`config.mk`:
```
export PLATFORM = sky130hd
export DESIGN_NAME = quadtree_job_area_decode_core_flat
export DESIGN_NICKNAME = d
export VERILOG_FILES = /design/src/design/qjad_pkg.sv /design/src/design/qjad_job_if.sv /design/src/design/qjad_area_if.sv /design/src/design/qjad_ctrl.sv /design/src/design/qjad_dp.sv /design/src/design/quadtree_job_area_decode_core.sv /design/src/flat_wrapper.sv
export SDC_FILE = /design/constraint.sdc
export NUM_CORES = 2
export LEC_CHECK = 0
export ABC_AREA = 1
export ABC_CLOCK_PERIOD_IN_PS = 19580
export BUFFER_PORTS_ARGS = -buffer_cell sky130_fd_sc_hd__buf_2
export CORE_MARGIN = 1.5
export CORE_UTILIZATION = 25
export DETAILED_ROUTE_END_ITERATION = 8
export HOLD_SLACK_MARGIN = 0.02
export PLACE_DENSITY_LB_ADDON = 0.1
export RECOVER_POWER = 50
export SYNTH_ARGS = -nofsm -noshare
export SYNTH_HDL_FRONTEND = slang
export SYNTH_SLANG_ARGS = --single-unit
```
`constraint.sdc`:
```
create_clock -name i_clk -period 19.58 [get_ports i_clk]
set_input_delay 0.979 -clock i_clk [delete_from_list [all_inputs] [get_ports i_clk]]
set_output_delay 0.979 -clock i_clk [all_outputs]
set_load 0.005 [all_outputs]
```
`src/design/qjad_pkg.sv`:
```
// Package for the quadtree job area decoder.
// Holds shared constants, register indexes, quadrant codes and the
// controller/datapath command and status types. No dependencies.
package qjad_pkg;

    localparam int MAX_LEVELS_DEF = 16;
    localparam int JOB_W          = 32;
    localparam int COORD_W        = 32;
    localparam int CFG_W          = 15;
    localparam int CFG_IDX_W      = 1;
    localparam logic [CFG_W-1:0] SIZE_RESET = 15'd1024;

    typedef enum logic [CFG_IDX_W-1:0] {
        CFG_SCREEN_WIDTH  = 1'b0,
        CFG_SCREEN_HEIGHT = 1'b1
    } t_cfg_idx;

    // quadrant digit minus one
    typedef enum logic [1:0] {
        QUAD_TL = 2'd0,
        QUAD_TR = 2'd1,
        QUAD_BR = 2'd2,
        QUAD_BL = 2'd3
    } t_quad;

    typedef struct packed {
        logic load;
        logic split;
        logic walk;
        logic sums;
        logic bounds;
    } t_cmd;

    typedef struct packed {
        logic job_zero;
        logic count_full;
        logic stack_empty;
        logic out_free;
    } t_stat;

endpackage

```
`src/design/qjad_job_if.sv`:
```
// Input channel of the quadtree job area decoder: one job number per transaction.
// Depends on qjad_pkg.
interface qjad_job_if;
    logic                          valid;
    logic                          ready;
    logic [qjad_pkg::JOB_W-1:0]    job_index;

    modport source (output valid, output job_index, input ready);
    modport sink   (input valid, input job_index, output ready);
endinterface

```
`src/design/qjad_area_if.sv`:
```
// Output channel of the quadtree job area decoder: one rectangle per transaction.
// Depends on qjad_pkg.
interface qjad_area_if;
    logic                          valid;
    logic                          ready;
    logic [qjad_pkg::COORD_W-1:0]  x_first;
    logic [qjad_pkg::COORD_W-1:0]  y_first;
    logic [qjad_pkg::COORD_W-1:0]  x_last;
    logic [qjad_pkg::COORD_W-1:0]  y_last;

    modport source (output valid, output x_first, output y_first, output x_last,
                    output y_last, input ready);
    modport sink   (input valid, input x_first, input y_first, input x_last,
                    input y_last, output ready);
endinterface

```
`src/design/qjad_ctrl.sv`:
```
// Controller of the quadtree job area decoder: sequences load, digit split,
// level walk and bound computation. Depends on qjad_pkg.
module qjad_ctrl (
    input  logic             i_clk,
    input  logic             i_rst_n,
    input  logic             i_valid,
    output logic             o_ready,
    input  qjad_pkg::t_stat  i_stat,
    output qjad_pkg::t_cmd   o_cmd
);
    import qjad_pkg::*;

    typedef enum logic [2:0] {
        ST_IDLE,
        ST_SPLIT,
        ST_WALK,
        ST_SUMS,
        ST_BOUNDS
    } t_state;

    t_state r_state;
    t_state n_state;

    always_comb begin
        n_state = r_state;
        o_cmd   = '0;
        case (r_state)
            ST_IDLE: begin
                if (i_valid) begin
                    o_cmd.load = 1'b1;
                    n_state    = ST_SPLIT;
                end
            end
            ST_SPLIT: begin
                if (i_stat.job_zero || i_stat.count_full) begin
                    n_state = ST_WALK;
                end else begin
                    o_cmd.split = 1'b1;
                end
            end
            ST_WALK: begin
                if (i_stat.stack_empty) begin
                    n_state = ST_SUMS;
                end else begin
                    o_cmd.walk = 1'b1;
                end
            end
            ST_SUMS: begin
                o_cmd.sums = 1'b1;
                n_state    = ST_BOUNDS;
            end
            ST_BOUNDS: begin
                if (i_stat.out_free) begin
                    o_cmd.bounds = 1'b1;
                    n_state      = ST_IDLE;
                end
            end
            default: begin
                n_state = ST_IDLE;
            end
        endcase
    end

    always_ff @(posedge i_clk) begin
        if (!i_rst_n) begin
            r_state <= ST_IDLE;
        end else begin
            r_state <= n_state;
        end
    end

    assign o_ready = (r_state == ST_IDLE);

endmodule

```
`src/design/qjad_dp.sv`:
```
// Datapath of the quadtree job area decoder: config registers, digit stack,
// fixed-point centre walk, border offsets and output register. Depends on qjad_pkg.
module qjad_dp #(
    parameter int MAX_LEVELS = qjad_pkg::MAX_LEVELS_DEF
) (
    input  logic                            i_clk,
    input  logic                            i_rst_n,
    input  logic                            i_cfg_we,
    input  logic [qjad_pkg::CFG_IDX_W-1:0]  i_cfg_idx,
    input  logic [qjad_pkg::CFG_W-1:0]      i_cfg_wdata,
    input  logic [qjad_pkg::JOB_W-1:0]      i_job_index,
    input  qjad_pkg::t_cmd                  i_cmd,
    output qjad_pkg::t_stat                 o_stat,
    input  logic                            i_out_ready,
    output logic                            o_out_valid,
    output logic [qjad_pkg::COORD_W-1:0]    o_x_first,
    output logic [qjad_pkg::COORD_W-1:0]    o_y_first,
    output logic [qjad_pkg::COORD_W-1:0]    o_x_last,
    output logic [qjad_pkg::COORD_W-1:0]    o_y_last
);
    import qjad_pkg::*;

    localparam int LVL_W = $clog2(MAX_LEVELS + 1);
    localparam int SH_W  = LVL_W + 1;
    localparam int STK_W = 2 * MAX_LEVELS;

    logic [CFG_W-1:0]   r_width;
    logic [CFG_W-1:0]   r_height;
    logic [JOB_W-1:0]   r_job;
    logic [STK_W-1:0]   r_stack;
    logic [LVL_W-1:0]   r_count;
    logic [LVL_W-1:0]   r_level;
    logic [COORD_W-1:0] r_xz;
    logic [COORD_W-1:0] r_yz;
    logic [LVL_W-1:0]   r_left;
    logic [LVL_W-1:0]   r_right;
    logic [LVL_W-1:0]   r_top;
    logic [LVL_W-1:0]   r_bottom;
    logic [COORD_W-1:0] r_xlo;
    logic [COORD_W-1:0] r_xhi;
    logic [COORD_W-1:0] r_ylo;
    logic [COORD_W-1:0] r_yhi;
    logic               r_out_valid;
    logic [COORD_W-1:0] r_x_first;
    logic [COORD_W-1:0] r_y_first;
    logic [COORD_W-1:0] r_x_last;
    logic [COORD_W-1:0] r_y_last;

    logic [COORD_W-1:0] sx;
    logic [COORD_W-1:0] sy;
    logic [JOB_W-1:0]   jm1;
    logic [STK_W+1:0]   push;
    t_quad              quad;
    logic               east;
    logic               south;
    logic [LVL_W-1:0]   step;
    logic [SH_W-1:0]    sh;
    logic [COORD_W-1:0] x_up;
    logic [COORD_W-1:0] y_up;

    assign sx    = COORD_W'(r_width) - COORD_W'(1);
    assign sy    = COORD_W'(r_height) - COORD_W'(1);
    assign jm1   = r_job - JOB_W'(1);
    assign push  = {r_stack, jm1[1:0]};
    assign quad  = t_quad'(r_stack[1:0]);
    assign east  = (quad == QUAD_TR) || (quad == QUAD_BR);
    assign south = (quad == QUAD_BR) || (quad == QUAD_BL);
    assign step  = (r_level != '0) ? LVL_W'(1) : '0;
    assign sh    = SH_W'(r_level) + SH_W'(1);
    assign x_up  = (r_xlo == '0) ? '0 : (r_xlo >> sh) + COORD_W'(1);
    assign y_up  = (r_ylo == '0) ? '0 : (r_ylo >> sh) + COORD_W'(1);

    assign o_stat.job_zero    = (r_job == '0);
    assign o_stat.count_full  = (r_count == LVL_W'(MAX_LEVELS));
    assign o_stat.stack_empty = (r_count == '0);
    assign o_stat.out_free    = !r_out_valid || i_out_ready;

    always_ff @(posedge i_clk) begin
        if (!i_rst_n) begin
            r_width  <= SIZE_RESET;
            r_height <= SIZE_RESET;
        end else if (i_cfg_we) begin
            if (i_cfg_idx == CFG_SCREEN_WIDTH) begin
                r_width <= i_cfg_wdata;
            end
            if (i_cfg_idx == CFG_SCREEN_HEIGHT) begin
                r_height <= i_cfg_wdata;
            end
        end
    end

    always_ff @(posedge i_clk) begin
        if (i_cmd.load) begin
            r_job    <= i_job_index;
            r_count  <= '0;
            r_level  <= '0;
            r_xz     <= sx;
            r_yz     <= sy;
            r_left   <= '0;
            r_right  <= '0;
            r_top    <= '0;
            r_bottom <= '0;
        end
        if (i_cmd.split) begin
            r_stack <= push[STK_W-1:0];
            r_job   <= jm1 >> 2;
            r_count <= r_count + LVL_W'(1);
        end
        if (i_cmd.walk) begin
            r_stack <= r_stack >> 2;
            r_count <= r_count - LVL_W'(1);
            r_level <= r_level + LVL_W'(1);
            r_xz    <= east ? (r_xz << 1) + sx : (r_xz << 1) - sx;
            r_yz    <= south ? (r_yz << 1) + sy : (r_yz << 1) - sy;
            if (east) begin
                r_left  <= '0;
                r_right <= r_right + step;
            end else begin
                r_right <= '0;
                r_left  <= r_left + step;
            end
            if (south) begin
                r_top    <= '0;
                r_bottom <= r_bottom + step;
            end else begin
                r_bottom <= '0;
                r_top    <= r_top + step;
            end
        end
        if (i_cmd.sums) begin
            r_xlo <= r_xz - sx;
            r_xhi <= r_xz + sx;
            r_ylo <= r_yz - sy;
            r_yhi <= r_yz + sy;
        end
        if (i_cmd.bounds) begin
            r_x_first <= x_up + COORD_W'(r_left);
            r_y_first <= y_up + COORD_W'(r_top);
            r_x_last  <= (r_xhi >> sh) - COORD_W'(r_right);
            r_y_last  <= (r_yhi >> sh) - COORD_W'(r_bottom);
        end
    end

    always_ff @(posedge i_clk) begin
        if (!i_rst_n) begin
            r_out_valid <= 1'b0;
        end else if (i_cmd.bounds) begin
            r_out_valid <= 1'b1;
        end else if (i_out_ready) begin
            r_out_valid <= 1'b0;
        end
    end

    assign o_out_valid = r_out_valid;
    assign o_x_first   = r_x_first;
    assign o_y_first   = r_y_first;
    assign o_x_last    = r_x_last;
    assign o_y_last    = r_y_last;

endmodule

```
`src/design/quadtree_job_area_decode_core.sv`:
```
// Top level of the quadtree job area decoder.
// Depends on qjad_pkg, qjad_job_if, qjad_area_if, qjad_ctrl and qjad_dp.
//
// Turns a job number of an implicit 4-ary screen tree (0 is the whole screen,
// children of j are 4j+1..4j+4) into the first and last column and row of its
// rectangle. A job has n quadrant digits, n up to MAX_LEVELS (16 at most for
// a 32-bit job). The controller splits the job number into digits until it
// is zero or the stack is full, walks the centre down the tree one digit per
// step until the stack is empty, then forms the sums and the bounds and goes
// back to idle to take the next job. A previous result still waiting to be
// taken holds the final bounds step. Only one job is in flight; the result
// register lets a new job start while a finished rectangle waits to be taken.
// Screen size registers are to be written only while idle; the block itself
// does not enforce this.
module quadtree_job_area_decode_core #(
    parameter int MAX_LEVELS = qjad_pkg::MAX_LEVELS_DEF
) (
    input  logic                            i_clk,
    input  logic                            i_rst_n,
    input  logic                            i_cfg_we,
    input  logic [qjad_pkg::CFG_IDX_W-1:0]  i_cfg_idx,
    input  logic [qjad_pkg::CFG_W-1:0]      i_cfg_wdata,
    qjad_job_if.sink                        i_job,
    qjad_area_if.source                     o_area
);
    import qjad_pkg::*;

    t_cmd  s_cmd;
    t_stat s_stat;

    qjad_ctrl u_ctrl (
        .i_clk   (i_clk),
        .i_rst_n (i_rst_n),
        .i_valid (i_job.valid),
        .o_ready (i_job.ready),
        .i_stat  (s_stat),
        .o_cmd   (s_cmd)
    );

    qjad_dp #(
        .MAX_LEVELS (MAX_LEVELS)
    ) u_dp (
        .i_clk       (i_clk),
        .i_rst_n     (i_rst_n),
        .i_cfg_we    (i_cfg_we),
        .i_cfg_idx   (i_cfg_idx),
        .i_cfg_wdata (i_cfg_wdata),
        .i_job_index (i_job.job_index),
        .i_cmd       (s_cmd),
        .o_stat      (s_stat),
        .i_out_ready (o_area.ready),
        .o_out_valid (o_area.valid),
        .o_x_first   (o_area.x_first),
        .o_y_first   (o_area.y_first),
        .o_x_last    (o_area.x_last),
        .o_y_last    (o_area.y_last)
    );

    a_one_cmd: assert property (@(posedge i_clk) disable iff (!i_rst_n)
        $onehot0(s_cmd))
        else $error("more than one datapath command at once");

    a_busy_after_accept: assert property (@(posedge i_clk) disable iff (!i_rst_n)
        i_job.valid && i_job.ready |=> !i_job.ready)
        else $error("ready right after an accepted job");

    a_split_bound: assert property (@(posedge i_clk) disable iff (!i_rst_n)
        s_cmd.split |-> !s_stat.count_full && !s_stat.job_zero)
        else $error("digit split past the stack depth or on a finished job");

    a_walk_bound: assert property (@(posedge i_clk) disable iff (!i_rst_n)
        s_cmd.walk |-> !s_stat.stack_empty)
        else $error("walk step with an empty digit stack");

    a_no_overwrite: assert property (@(posedge i_clk) disable iff (!i_rst_n)
        s_cmd.bounds |-> s_stat.out_free)
        else $error("result register overwritten before it was taken");

endmodule
```
`src/flat_wrapper.sv`:
```
// flat-port wrapper written by rule: the top's interface ports become plain ports
module quadtree_job_area_decode_core_flat import qjad_pkg::*;
#(
    parameter int MAX_LEVELS = qjad_pkg::MAX_LEVELS_DEF
)
  (i_clk, i_rst_n, i_cfg_we, i_cfg_idx, i_cfg_wdata, i_job_valid, i_job_job_index, i_job_ready, o_area_valid, o_area_x_first, o_area_y_first, o_area_x_last, o_area_y_last, o_area_ready);
  qjad_job_if i_job_i ();
  qjad_area_if o_area_i ();
  input  logic i_clk;
  input  logic i_rst_n;
  input  logic i_cfg_we;
  input  logic [qjad_pkg::CFG_IDX_W-1:0] i_cfg_idx;
  input  logic [qjad_pkg::CFG_W-1:0] i_cfg_wdata;
  input wire logic [$bits(i_job_i.valid)-1:0] i_job_valid;
  input wire logic [$bits(i_job_i.job_index)-1:0] i_job_job_index;
  output wire logic [$bits(i_job_i.ready)-1:0] i_job_ready;
  output wire logic [$bits(o_area_i.valid)-1:0] o_area_valid;
  output wire logic [$bits(o_area_i.x_first)-1:0] o_area_x_first;
  output wire logic [$bits(o_area_i.y_first)-1:0] o_area_y_first;
  output wire logic [$bits(o_area_i.x_last)-1:0] o_area_x_last;
  output wire logic [$bits(o_area_i.y_last)-1:0] o_area_y_last;
  input wire logic [$bits(o_area_i.ready)-1:0] o_area_ready;
  assign i_job_i.valid = i_job_valid;
  assign i_job_i.job_index = i_job_job_index;
  assign i_job_ready = i_job_i.ready;
  assign o_area_valid = o_area_i.valid;
  assign o_area_x_first = o_area_i.x_first;
  assign o_area_y_first = o_area_i.y_first;
  assign o_area_x_last = o_area_i.x_last;
  assign o_area_y_last = o_area_i.y_last;
  assign o_area_i.ready = o_area_ready;
  quadtree_job_area_decode_core #(.MAX_LEVELS(MAX_LEVELS)) u_core (.i_clk(i_clk), .i_rst_n(i_rst_n), .i_cfg_we(i_cfg_we), .i_cfg_idx(i_cfg_idx), .i_cfg_wdata(i_cfg_wdata), .i_job(i_job_i), .o_area(o_area_i));
endmodule
```
==> summary.txt <==
H-tree depth: 2
Residual DRC: 0
Top cells by instance count after synthesis: 1406 x nand2_1, 629 x inv_1, 569 x nor2_1
Share of flip-flops with an asynchronous set or reset: 0%
I/O Pins: 183
Ys flop type: edfxtp_1
Post-Route Setup TNS: 0 ns
Max FO, Critical Path: 47
Post-Synth Simple-Gate Area: 30.8%
Avg Vias per Cell: 4.77
Seq/Total Area, Yosys: 32.4%
Power Total: 9070 uW
Hold crit path type: reg2reg
Largest family of logic cells by synthesized area: simple AND/OR/NAND/NOR gates
ANT nets after route: 0
Routed WL: 150000 um
Synth top area share: 30.5%
Pwr/cell area: 202 nW/um2
Post-synthesis xor/xnor area fraction: 6.50%
Placed instance count: 7725
Port bufs: 182
Total congestion overflow: 0
Yosys synthesis warning count: 0
Routed wire per std cell: 19.1 um
Reg clk slew, reported paths: 0.06 ns
Nets: 6026
Final Cell Area: 44900 um2
Initial antenna violation count: 16
Core ar.: 159000 um2
Worst-case reg-to-reg path depth: 9
Largest net degree at the start of global routing: 117
Area Growth Syn to Fin: 11.7%
Unique masters post-synth: 72
GRT Total Usage: 18.0%
CTS Buf Count: 60
Number of global-route vias before repair: 36400
Setup crit end kind: flop
Worst-margin pin slew: 4.11 ns
Failing checks: capacitance limit, slew limit
Final Cycle Share: 35.7%
Req. time, crit path: 19.90 ns
Hold path depth: 2
Minimum clock period: 6.98 ns
Initial Util: 25.3%
DRT Pass-1 Iters: 6
Post-CTS Resized: 0
CTS tree: done
Syn_nets: 5935
Share of layout cells above drive strength 1: 7.35%
RSZ-0062 raised after global routing: false
Compound-gate portion of the synthesized area: 12.8%
Die Wd: 404 um
Max rail drop VDD: 0.0000938 V
Status: finished, violations left
Synth area leader: edfxtp_1
# setup viols final: 0
Relative slew slack: -174%
Routability cong.: 0.917
Leak: 0.0194 uW
Setup bufs post-CTS: 0
Post-Synthesis Cell Area: 40100 um2
Flops & latches, synth: 446
Max Clock Freq: 0.143 GHz
Drt initial violations: 2712
Clk_lat worst skew: 0.71 ns
Number of synthesized flops with an enable pin: 408
Std cell rows: 146
Synth Instances: 5624
Die H: 404 um
Hold_buf cts: 0
Most frequent cell after synthesis: nand2_1
Die ar.: 163000 um2
Mux cell area share after synthesis: 0.474%
Vias: 37400
Slew Limit Fails: 393
Critical Path Start Type: flop
Post-Synth Adder-Cell Area: 8.23%
CP Class: reg2reg
Clock tree buffer depth: 3
Max-cap violations: 9
CTS root buffer: clkbuf_16
Post-DP HPWL: 120000 um
Final Hold Vio Count: 0
Setup ws final: 12.60 ns
Top cells by area, synth: edfxtp_1 31%, nand2_1 13%, ha_1 7.7%
Area post-placement: 42900 um2
Non-Filler Instances: 7841
Syn Area/Cell: 7.14 um2
Clock sink total: 446
Pre-CTS setup slack: 14.15 ns
CP Data Arrival Time: 7.30 ns
First-pass GRT wire length: 228000 um
Clk_skew: 0.0585 ns
final timing paths:
kind,start,to,slack (ns)
max reg2reg,u_core.u_dp.r_count[0],u_core.u_dp.r_yz[20],12.60
min reg2reg,u_core.u_dp.r_stack[31],u_core.u_dp.r_stack[31],0.47
min,u_core.u_dp.r_stack[31],u_core.u_dp.r_stack[31],0.47
max,u_core.u_dp.r_count[0],u_core.u_dp.r_yz[20],12.60
sequential cells by signal, summed over array words and instances, names as in the netlist, 15 cells and up:
name / flops
u_core.u_dp.r_stack: 32
u_core.u_dp.o_y_first: 32
u_core.u_dp.o_y_last: 32
u_core.u_dp.r_yz: 32
u_core.u_dp.r_xz: 32
u_core.u_dp.r_yhi: 31
u_core.u_dp.r_ylo: 32
u_core.u_dp.r_width: 15
u_core.u_dp.o_x_last: 32
u_core.u_dp.o_x_first: 32
u_core.u_dp.r_xhi: 31
u_core.u_dp.r_job: 32
u_core.u_dp.r_height: 15
u_core.u_dp.r_xlo: 32
per-layer routing:
| layer | share of wire (%) | vias to the layer above | track usage (%) | wire length (um) |
|---|---|---|---|---|
| li1 | - | 18800 | - | - |
| met1 | 49 | 17500 | 25.8 | 73700 |
| met2 | 44 | 889 | 28.5 | 65700 |
| met3 | 4.8 | 156 | 2.26 | 7250 |
| met4 | 2.0 | 20 | 3.88 | 2950 |
| met5 | 0.079 | - | 0 | 118 |
where the power goes:
part	switching [uW]	total (uW)	internal, uW	leakage [uW]
combinational	4340	6090	1750	0.0143
sequential	209	1810	1600	0.00413
clock	485	1170	681	0.00101
total	5030	9070	4040	0.0194
placed cells by master (no fill, tap or decap), types with 41 or more instances in the layout:
cell,count
a21oi_1,374
buf_2,99
clkbuf_1,96
clkbuf_16,63
edfxtp_1,408
ha_1,248
inv_1,630
nand2_1,1405
nand3_1,486
nand4_1,67
nor2_1,568
nor3_1,58
o21ai_0,357
o21ai_1,41
xnor2_1,55
xor2_1,243
critical path, stage by stage (launching register included):
cell      delay (ns)
edfxtp_1        0.43
inv_1           0.12
ha_1            0.15
inv_1           0.05
nor2_1          0.14
nand3_1         0.11
nand2_2         0.07
clkbuf_1        1.84
nand2_1         2.64
buf_4           0.99
per-stage QoR:
| step | hold WS, ns | util (%) |
|---|---|---|
| 5_1_grt | 0.499 | 28.2 |
| 4_1_cts | 0.467 | 28.3 |
| 6_report | 0.468 | 28.2 |
| 3_5_place_dp | 0.464 | 27.0 |
| 2_1_floorplan | 0.441 | - |
| 3_3_place_gp | 0.458 | 27.0 |
cells by family after synthesis:
logic type,Yosys count
buffers and inverters,849
AOI/OAI and AO/OA,942
muxes,19
adders and majority gates,258
and+or+nand+nor,2812
DFF,446
xor gates and xnor gates,298
cell type report:
type / instances / area [um2]
diodes: 4 / 10.0
clock buffers: 72 / 1640
clock inverters: 40 / 434
fillers: 17700 / 114000
inverters: 661 / 2500
multi-input cells: 4329 / 23600
flip-flops and latches: 446 / 13000
well taps: 2072 / 2590
repair buffers: 217 / 1040
Power figures use the tool's default switching activity.
